[src/hftp_pkg.sv]
// Shared types and request codes for the hex facing turn profiler.
`timescale 1ns / 1ps

package hftp_pkg;

    localparam int HEADING_W = 15;
    localparam int SPEED_W   = 16;
    localparam int COUNT_W   = 16;
    localparam int FACING_W  = 3;
    localparam int CFG_W     = 15;

    localparam logic [FACING_W-1:0] NUM_FACINGS = 3'd6;

    localparam logic [1:0] REQ_ADVANCE = 2'd0;
    localparam logic [1:0] REQ_START   = 2'd1;
    localparam logic [1:0] REQ_RESET   = 2'd2;

    localparam logic CFG_IDX_TURN_POWER = 1'b0;
    localparam logic CFG_IDX_MAX_SPEED  = 1'b1;

    typedef struct packed {
        logic [1:0]          req_type;
        logic [HEADING_W-1:0] start_angle;
        logic                ccw_dir;
        logic [COUNT_W-1:0]  turn_count;
        logic [FACING_W-1:0] reset_facing;
    } item_t;

    typedef struct packed {
        logic [HEADING_W-1:0]      heading;
        logic signed [SPEED_W-1:0] speed;
        logic [FACING_W-1:0]       target_facing;
        logic                      turning;
        logic                      arrived;
    } res_t;

    typedef struct packed {
        logic [CFG_W-1:0] turn_power;
        logic [CFG_W-1:0] max_speed;
    } cfg_t;

endpackage

[src/hftp_mod.sv]
// Remainder of an unsigned value by a constant, by reciprocal multiply and one correction.
`timescale 1ns / 1ps

module hftp_mod #(
    parameter int IN_W  = 16,
    parameter int MOD   = 6,
    parameter int OUT_W = 3
) (
    input  logic [IN_W-1:0]  x,
    output logic [OUT_W-1:0] rem
);
    localparam int SH = IN_W;
    localparam int MW = IN_W + 1;
    localparam int PW = IN_W + OUT_W + 1;
    localparam logic [MW-1:0] RECIP = MW'((longint'(1) << SH) / MOD);
    localparam logic [PW-1:0] MOD_C = PW'(MOD);

    logic [IN_W+MW-1:0] prod;
    logic [IN_W-1:0]    q_est;
    logic [PW-1:0]      rem_raw;
    logic [PW-1:0]      rem_fix;

    // quotient estimate is exact or one short
    assign prod    = {{MW{1'b0}}, x} * {{IN_W{1'b0}}, RECIP};
    assign q_est   = prod[SH +: IN_W];
    assign rem_raw = PW'(x) - PW'(q_est) * MOD_C;
    assign rem_fix = (rem_raw >= MOD_C) ? (rem_raw - MOD_C) : rem_raw;
    assign rem     = rem_fix[OUT_W-1:0];

endmodule

[src/hftp_core.sv]
// Turn state and the single-pass next-state logic for one item.
`timescale 1ns / 1ps

module hftp_core #(
    parameter int SIXTH_TURN = 4096
) (
    input  logic          aclk,
    input  logic          aresetn,
    input  logic          fire,
    input  hftp_pkg::item_t item,
    input  hftp_pkg::cfg_t  cfg,
    output hftp_pkg::res_t  res
);
    import hftp_pkg::*;

    localparam int FT    = 6 * SIXTH_TURN;
    localparam int ANG_W = $clog2(FT);
    localparam int DW    = COUNT_W + $clog2(SIXTH_TURN + 1) + 1;
    localparam int OFS   = FT * ((32768 + FT - 1) / FT);
    localparam int YW    = $clog2(2 * FT + 65536);
    localparam logic [ANG_W-1:0] SIXTH_C = ANG_W'(SIXTH_TURN);

    logic [ANG_W-1:0]          angle_reg, angle_next;
    logic signed [SPEED_W-1:0] speed_reg, speed_next;
    logic [DW-1:0]             turned_reg, turned_next;
    logic [DW-1:0]             wanted_reg, wanted_next;
    logic [DW-1:0]             decel_reg, decel_next;
    logic [FACING_W-1:0]       goal_reg, goal_next;
    logic                      arrived;

    logic [ANG_W-1:0]    start_wrap;
    logic [FACING_W-1:0] count_mod6;
    logic [YW-1:0]       adv_sum;
    logic [ANG_W-1:0]    adv_wrap;
    logic [ANG_W+14:0]   angle_ext;

    hftp_mod #(.IN_W(HEADING_W), .MOD(FT), .OUT_W(ANG_W)) u_start_wrap (
        .x   (item.start_angle),
        .rem (start_wrap)
    );

    hftp_mod #(.IN_W(COUNT_W), .MOD(6), .OUT_W(FACING_W)) u_count_mod (
        .x   (item.turn_count),
        .rem (count_mod6)
    );

    // bias by whole turns so the sum stays positive before the remainder
    assign adv_sum = YW'(angle_reg) + YW'(OFS)
                   + {{(YW-SPEED_W){speed_reg[SPEED_W-1]}}, speed_reg};

    hftp_mod #(.IN_W(YW), .MOD(FT), .OUT_W(ANG_W)) u_adv_wrap (
        .x   (adv_sum),
        .rem (adv_wrap)
    );

    always_comb begin
        logic                neg;
        logic [CFG_W-1:0]    mag;
        logic [CFG_W-1:0]    new_mag;
        logic [SPEED_W-1:0]  mag_dec;
        logic [SPEED_W-1:0]  mag_inc;
        logic [DW-1:0]       td1;
        logic [FACING_W-1:0] fac;
        logic [FACING_W:0]   turns;
        logic [FACING_W:0]   goal_sum;
        logic [FACING_W-1:0] rst_fac;

        angle_next  = angle_reg;
        speed_next  = speed_reg;
        turned_next = turned_reg;
        wanted_next = wanted_reg;
        decel_next  = decel_reg;
        goal_next   = goal_reg;
        arrived     = 1'b0;

        neg     = speed_reg[SPEED_W-1];
        mag     = neg ? CFG_W'(-speed_reg) : CFG_W'(speed_reg);
        new_mag = mag;
        mag_dec = {1'b0, mag} - {1'b0, cfg.turn_power};
        mag_inc = {1'b0, mag} + {1'b0, cfg.turn_power};
        td1     = turned_reg + DW'(mag);

        fac = '0;
        for (int k = 1; k < 6; k++) begin
            if (start_wrap >= ANG_W'(k * SIXTH_TURN)) begin
                fac = FACING_W'(k);
            end
        end
        turns    = item.ccw_dir ? ({1'b0, NUM_FACINGS} - {1'b0, count_mod6})
                                : {1'b0, count_mod6};
        goal_sum = {1'b0, fac} + turns;
        rst_fac  = (item.reset_facing >= NUM_FACINGS) ? (item.reset_facing - NUM_FACINGS)
                                                      : item.reset_facing;

        case (item.req_type)
            REQ_ADVANCE: begin
                if (speed_reg != '0) begin
                    turned_next = td1;
                    angle_next  = adv_wrap;
                    if (td1 >= wanted_reg) begin
                        angle_next = ANG_W'(goal_reg) * SIXTH_C;
                        speed_next = '0;
                        arrived    = 1'b1;
                    end else if (td1 >= decel_reg ||
                                 (decel_reg == wanted_reg && td1 >= (wanted_reg >> 1))) begin
                        if (decel_reg == wanted_reg) begin
                            decel_next = wanted_reg >> 1;
                        end else begin
                            // slow down by the turn power; a speed at or below the turn power is held there
                            new_mag = (mag <= cfg.turn_power) ? cfg.turn_power
                                                              : mag_dec[CFG_W-1:0];
                            speed_next = neg ? -$signed({1'b0, new_mag})
                                             : $signed({1'b0, new_mag});
                        end
                    end else begin
                        new_mag = (mag_inc > {1'b0, cfg.max_speed}) ? cfg.max_speed
                                                                    : mag_inc[CFG_W-1:0];
                        speed_next = neg ? -$signed({1'b0, new_mag})
                                         : $signed({1'b0, new_mag});
                        if (mag < cfg.max_speed && new_mag == cfg.max_speed) begin
                            decel_next = wanted_reg - td1;
                        end
                    end
                end
            end
            REQ_START: begin
                if (speed_reg == '0) begin
                    angle_next = start_wrap;
                    if (item.turn_count != '0) begin
                        wanted_next = DW'(item.turn_count) * DW'(SIXTH_TURN);
                        turned_next = '0;
                        decel_next  = DW'(item.turn_count) * DW'(SIXTH_TURN);
                        speed_next  = item.ccw_dir ? -$signed({1'b0, cfg.turn_power})
                                                   : $signed({1'b0, cfg.turn_power});
                        goal_next   = (goal_sum >= {1'b0, NUM_FACINGS})
                                    ? FACING_W'(goal_sum - {1'b0, NUM_FACINGS})
                                    : FACING_W'(goal_sum);
                    end
                end
            end
            REQ_RESET: begin
                wanted_next = '0;
                turned_next = '0;
                decel_next  = '0;
                goal_next   = rst_fac;
                angle_next  = ANG_W'(rst_fac) * SIXTH_C;
                speed_next  = '0;
            end
            default: begin
            end
        endcase
    end

    assign angle_ext = (ANG_W + 15)'(angle_next);

    always_comb begin
        res.heading       = angle_ext[HEADING_W-1:0];
        res.speed         = speed_next;
        res.target_facing = goal_next;
        res.turning       = (speed_next != '0);
        res.arrived       = arrived;
    end

    always_ff @(posedge aclk) begin
        if (!aresetn) begin
            angle_reg  <= '0;
            speed_reg  <= '0;
            turned_reg <= '0;
            wanted_reg <= '0;
            decel_reg  <= '0;
            goal_reg   <= '0;
        end else if (fire) begin
            angle_reg  <= angle_next;
            speed_reg  <= speed_next;
            turned_reg <= turned_next;
            wanted_reg <= wanted_next;
            decel_reg  <= decel_next;
            goal_reg   <= goal_next;
        end
    end

endmodule

[src/hex_facing_turn_profiler.sv]
// Top level of the hex facing turn profiler: item and result registers, config registers.
// Takes one request item per cycle unless the result side stalls (advance a frame, start a
// turn, reset to a facing) and returns one result item for each. Sustained rate is one item
// per clock while m_tready stays high; an accepted item passes the input register, then the
// result register, before its result is on m_tdata, and a stalled result holds the next item
// in the input register. The rate is set by the state feedback loop, where angle wrap, distance
// compare and speed clamp for one item are combinational and finish before the next item reads
// the updated state. Write turn_power and max_speed only while no item is in flight.
`timescale 1ns / 1ps

module hex_facing_turn_profiler #(
    parameter int SIXTH_TURN = 4096
) (
    input  logic        aclk,
    input  logic        aresetn,
    input  logic        s_tvalid,
    output logic        s_tready,
    input  logic [39:0] s_tdata,   // start_angle[14:0], ccw_dir, turn_count[15:0], reset_facing[2:0]
    input  logic [1:0]  s_tuser,   // req_type[1:0]
    output logic        m_tvalid,
    input  logic        m_tready,
    output logic [39:0] m_tdata,   // heading[14:0], speed[15:0], target_facing[2:0], turning, arrived
    input  logic        cfg_we,
    input  logic        cfg_index,
    input  logic [14:0] cfg_wdata
);
    import hftp_pkg::*;

    item_t item_reg;
    logic  in_valid_reg, in_valid_next;
    res_t  out_reg;
    res_t  res;
    logic  out_valid_reg, out_valid_next;
    cfg_t  cfg_reg;
    logic  in_take;
    logic  fire;

    assign fire     = in_valid_reg && (!out_valid_reg || m_tready);
    assign s_tready = !in_valid_reg || !out_valid_reg || m_tready;
    assign in_take  = s_tvalid && s_tready;

    assign in_valid_next  = in_take || (in_valid_reg && !fire);
    assign out_valid_next = fire || (out_valid_reg && !m_tready);

    always_ff @(posedge aclk) begin
        if (!aresetn) begin
            in_valid_reg  <= 1'b0;
            out_valid_reg <= 1'b0;
            cfg_reg       <= '0;
        end else begin
            in_valid_reg  <= in_valid_next;
            out_valid_reg <= out_valid_next;
            if (cfg_we) begin
                if (cfg_index == CFG_IDX_TURN_POWER) begin
                    cfg_reg.turn_power <= cfg_wdata;
                end
                if (cfg_index == CFG_IDX_MAX_SPEED) begin
                    cfg_reg.max_speed <= cfg_wdata;
                end
            end
        end
    end

    always_ff @(posedge aclk) begin
        if (in_take) begin
            item_reg.req_type     <= s_tuser;
            item_reg.start_angle  <= s_tdata[14:0];
            item_reg.ccw_dir      <= s_tdata[15];
            item_reg.turn_count   <= s_tdata[31:16];
            item_reg.reset_facing <= s_tdata[34:32];
        end
        if (fire) begin
            out_reg <= res;
        end
    end

    hftp_core #(.SIXTH_TURN(SIXTH_TURN)) u_core (
        .aclk    (aclk),
        .aresetn (aresetn),
        .fire    (fire),
        .item    (item_reg),
        .cfg     (cfg_reg),
        .res     (res)
    );

    assign m_tvalid = out_valid_reg;
    assign m_tdata  = {4'b0, out_reg.arrived, out_reg.turning, out_reg.target_facing,
                       out_reg.speed, out_reg.heading};

`ifndef SYNTH
    a_arrive_stops: assert property (@(posedge aclk) disable iff (!aresetn)
        m_tvalid |-> !(out_reg.arrived && out_reg.turning))
        else $error("arrived result still shows turning");

    a_turning_flag: assert property (@(posedge aclk) disable iff (!aresetn)
        m_tvalid |-> (out_reg.turning == (out_reg.speed != '0)))
        else $error("turning flag disagrees with speed");

    a_goal_range: assert property (@(posedge aclk) disable iff (!aresetn)
        m_tvalid |-> (out_reg.target_facing < NUM_FACINGS))
        else $error("target facing out of range");

    a_item_held: assert property (@(posedge aclk) disable iff (!aresetn)
        (in_valid_reg && !fire) |=> in_valid_reg)
        else $error("stalled item dropped from input register");
`endif

endmodule

[config.mk]
export PLATFORM = sky130hd
export DESIGN_NAME = hex_facing_turn_profiler
export DESIGN_NICKNAME = d
export VERILOG_FILES = /design/src/hftp_pkg.sv /design/src/hftp_mod.sv /design/src/hftp_core.sv /design/src/hex_facing_turn_profiler.sv
export SDC_FILE = /design/constraint.sdc
export NUM_CORES = 1
export LEC_CHECK = 0
export ABC_AREA = 1
export BUFFER_PORTS_ARGS = -buffer_cell sky130_fd_sc_hd__buf_2
export CAP_MARGIN = 30
export CORE_MARGIN = 8
export CORE_UTILIZATION = 40
export DETAILED_ROUTE_END_ITERATION = 6
export HOLD_SLACK_MARGIN = 0.15
export SLEW_MARGIN = 20
export SYNTH_ARGS = -nofsm -noshare
export SYNTH_HDL_FRONTEND = slang
export SYNTH_SLANG_ARGS = --single-unit
[constraint.sdc]
create_clock -name aclk -period 22.1 [get_ports aclk]
set_input_delay 4.42 -clock aclk [delete_from_list [all_inputs] [get_ports aclk]]
set_output_delay 4.42 -clock aclk [all_outputs]
set_load 0.03 [all_outputs]
=== Yosys cells after proc, flatten, opt, wreduce, memory -nomap -nowiden ===
Index checks and enable logic that the tools add are counted.

* Latch bits: 0
* Bits of input ports: 63
* Memories kept: 0
* Bits in read-only memories: 0
* Register bits after elaboration: 229
* Bits in writable memories: 0
* Output and inout port bits: 42

* $mul: 4
* Shift operators: 0
* Div/mod/pow operators: 0
* Equal/unequal tests: 10
* Bitwise logic cells: 1
* Reductions and logical operators: 29
* Add/subtract/negate cells: 19
* $lt $le $gt $ge: 16
* Mux-type cells: 45

{| class="wikitable"
|+ Operators by type and width
! cell !! number
|-
| 2-to-1 mux 30 bit || 10
|-
| case mux 30 bit (3 select lines) || 2
|-
| 2-to-1 mux 16 bit || 9
|-
| 2-to-1 mux 15 bit || 8
|-
| >= comparator 30 bit || 2
|-
| case mux 30 bit (2 select lines) || 1
|-
| negator 15 -> 16 bit || 3
|-
| case mux 16 bit (3 select lines) || 1
|-
| nonzero test 16 bit || 3
|-
| >= comparator 15 bit (second input constant) || 3
|-
| case mux 15 bit (3 select lines) || 1
|-
| >= comparator 33 x 15 -> 1 bit (second input constant) || 1
|-
| adder 30 x 15 -> 30 bit || 1
|-
| equality test 30 bit || 1
|-
| >= comparator 15 x 14 -> 1 bit (second input constant) || 2
|-
| >= comparator 30 x 29 -> 1 bit || 1
|-
| subtractor 30 bit || 1
|-
| multiplier 16 x 13 -> 29 bit (second input constant) || 1
|-
| 2-to-1 mux 3 bit || 9
|-
| >= comparator 20 x 3 -> 1 bit (second input constant) || 1
|-
| multiplier 17 x 3 -> 20 bit (second input constant) || 1
|-
| subtractor 17 x 18 -> 19 bit || 1
|-
| subtractor 16 x 17 -> 18 bit || 1
|-
| adder 15 x 16 -> 17 bit (second input constant) || 1
|-
| 40 further kinds || 59
|}

=== Longest topological paths before layout ===
* Depth in word-level cells: 14
* Gate-level depth with buffers: 65

=== Hierarchy ===
A second synthesis with hierarchy kept.

* Cells, all modules: 3680
* Area total of the unflattened synthesis: 25026.5 um2

{| class="wikitable"
|+ Modules (own cells, without submodules)
! module !! times used !! area each (um2) !! sequential area each (um2) !! cells each
|-
| hftp_core || 1 || 15242.1 || 2202.1 || 2532
|-
| hftp_mod (u_core.u_count_mod) || 1 || 5068.6 || 0.0 || 711
|-
| hex_facing_turn_profiler || 1 || 3510.9 || 2832.7 || 255
|-
| hftp_mod (u_core.u_adv_wrap) || 1 || 1092.3 || 0.0 || 165
|-
| hftp_mod (u_core.u_start_wrap) || 1 || 112.6 || 0.0 || 17
|}

=== Least setup slack after synthesis ===
No wires, ideal clock.

* Path kind: input to output
* Start point: input m_tready
* End point: output s_tready
* Required time: 17680 ps
* Stages on the path: 4
* Arrival time: 4793 ps
* Slack: 12887 ps
* Cell sequence: inv_1 -> nand2_1 -> nor2_1 -> inv_1

* Word-level cells in the longest chain between the ends: 1

{| class="wikitable"
|+ RTL lines
! element !! line !! source
|-
| from (decl) || hex_facing_turn_profiler.sv:21 || <nowiki>input logic m_tready,</nowiki>
|-
| logical OR 1 bit || hex_facing_turn_profiler.sv:39 || <nowiki>assign s_tready = !in_valid_reg || !out_valid_reg || m_tready;</nowiki>
|-
| to (decl) || hex_facing_turn_profiler.sv:17 || <nowiki>output logic s_tready,</nowiki>
|}

No other way between the ends.

==> impl_metrics.tcl <==
set metrics [dict create \
    synth_area_um2 24000 \
    fp.dieH_um 261 \
    seqCellArea_um2 5040 \
    avgSynthCellArea_um2 6.93 \
    holdBufCountCts 0 \
    slew_viol_final 0 \
    vias 22611 \
    cp_num_buf_inv 8 \
    grt_util_all_layers 0.212 \
    mostFrequentLayoutCells "nand2_1, inv_1, a21oi_1" \
    tightest_slew_ps 917 \
    rr_worst_depth 59 \
    synth-edff-count 73 \
    fin_crit_ps 10720 \
    ys.flop_type "dfxtp_1" \
    rsz0062_at_grt "false" \
    synth_area_leaders "ha_1, dfxtp_1, nand2_1" \
    r2r_slack_ps 11380 \
    timing.fmax_mhz 93.3 \
    clock_latency_ps 610 \
    slowest_stage "edfxtp_1" \
    h-tree-depth 1 \
    endpoint_kind "flip-flop" \
    seq_area_frac_synth 0.210 \
    route.detailed.drc 0 \
    layout-drive-gt1-share 0.0662 \
    synth_warnings 0 \
    cts_buffer_depth 3 \
    numCtsBuffers 29 \
    grt_pass1_wl_um 116000 \
    netlist.area_leader.share 0.169 \
    met2_usage 0.333 \
    cts_tree "done" \
    finalHoldViolCount 0 \
    postCtsSetupBuffers 0 \
    core_um2 59900 \
    synth.distinct_cells 66 \
    path_clk_slew_ps 60 \
    grt.busiest_layer "met2" \
    wl_per_cell_um 17.0 \
    hpwl_um 58700 \
    async_flop_share 0 \
    largest_reg_flops 37 \
    whs_ps 468 \
    synth_top_area_cell "ha_1" \
    port_buffers 95 \
    n_fill_cell 6285 \
    clock-sinks 215 \
    drtIter0Drc 1677 \
    overflow 0 \
    tns_ps 0 \
    diodes 0 \
    drv_cap 0 \
    dr.pass1.iters 5 \
    cpMostUsedCell "nand2_1" \
    cp-start-kind "flip-flop" \
    crit_family "adder cells" \
    hold_depth 2 \
    grt_pass1_vias 20952 \
    cp_max_fo 7 \
    grt_max_degree 66 \
    die_w_um 261 \
    holdPathEnd "u_core.turned_reg[9]" \
    io_pins 105 \
    worstHoldPathType "flip-flop to flip-flop" \
    max_slew_margin 0.387 \
    fin_worst_skew_ps 30.8 \
    finalSetupViolCount 0 \
    dieArea_um2 68100 \
    root_buffer "clkbuf_16" \
    routed_wl_um 73500 \
    post-route-period-util 0.485 \
    antenna_found_initial 1 \
    slowest_delay_ps 570 \
    r2r_start "item_reg[6]" \
    hold_path.startpoint "u_core.turned_reg[9]" \
    syn_inst 3465 \
    worstPathRequired_ps 22460 \
    r2r-end "m_tdata[32]" \
    grt_util_met3 0.0228 \
    vias_per_cell 5.24 \
    nets 3964 \
    globalRouteMet1Util 0.309 \
    final_common_cell "nand2_1" \
    rows 90 \
    ant_nets 0 \
    multi_input_area_um2 16300 \
    path_class "flip-flop to flip-flop" \
    fin_util 0.436 \
    outcome "completed" \
    cts_resized 0 \
    initial_core_util 0.401 \
    area_delta_synth_final_pct 8.76 \
    ys_ff_latch 215 \
    gp_congestion 0.938 \
    cp.arrival_ps 11080 \
]
-- final cells by class --
type	instances	share of cell area
sequential	215	0.193
clock buffer	37	0.0317
tap	782	0.0375
inverter	585	0.0841
clock inverter	17	0.00766
multi-input combinational	2564	0.623
timing repair buffer	115	0.0239
-- tightest hold or removal path, stage by stage (launching register included) --
cell     delay [ps]
dfxtp_1         310
nand2_1          60
a21oi_1          50
-- cells by family after synthesis --
family	after synthesis	synth area share
other	1	0.000156
buffers and inverters	689	0.114
and+or+nand+nor	1310	0.231
adders and majority gates	391	0.224
DFF	215	0.210
AOI/OAI and AO/OA	709	0.165
xor gates and xnor gates	150	0.0553
-- metal layers --
layer	vias to the layer above	share of wire
met1	10400	0.49
met2	630	0.43
met3	81	0.059
met4	0	0.022
met5	-	0
li1	11500	-
-- synthesized netlist by cell type (all sizes together), types with 2 or more instances --
cell	n
a2111oi	2
a211oi	23
a21boi	3
a21o	8
a21oi	340
a221oi	2
a22oi	28
a31oi	14
a41oi	2
and2	4
and3	2
buf	44
clkbuf	60
clkinv	5
dfxtp	142
edfxtp	73
fa	66
ha	325
inv	580
nand2	764
nand3	171
nand3b	12
nand4	43
nor2	241
nor3	43
nor4	22
o2111ai	4
o211ai	21
o21a	2
o21ai	222
o21bai	10
o221ai	3
o22ai	13
o31ai	5
or2	6
xnor2	32
xor2	118
-- worst max-delay path by stage --
stage / from / to / slack, ps / cells after the start
after CTS: item_reg[6] / m_tdata[32] / 11350 / 59
after detailed placement: item_reg[6] / m_tdata[32] / 11390 / 59
final: item_reg[6] / m_tdata[32] / 11380 / 59
after floorplan: m_tready / s_tready / 12890 / 4
after global routing: item_reg[6] / m_tdata[32] / 10310 / 59
after global placement: item_reg[6] / m_tdata[32] / 11430 / 59
-- through the flow --
stage,setup WS [ps],cell area (µm²),instances
after floorplan,12890,24000,3468
after CTS,11350,26100,4314
after global routing,10310,26100,4315
after detailed placement,11390,25100,4260
after global placement,11430,25100,4257
final,11380,26100,4315
Power is left out: the tool's default activity adds up to more than one toggle a clock period on the data nets, which glitch-free logic cannot reach.
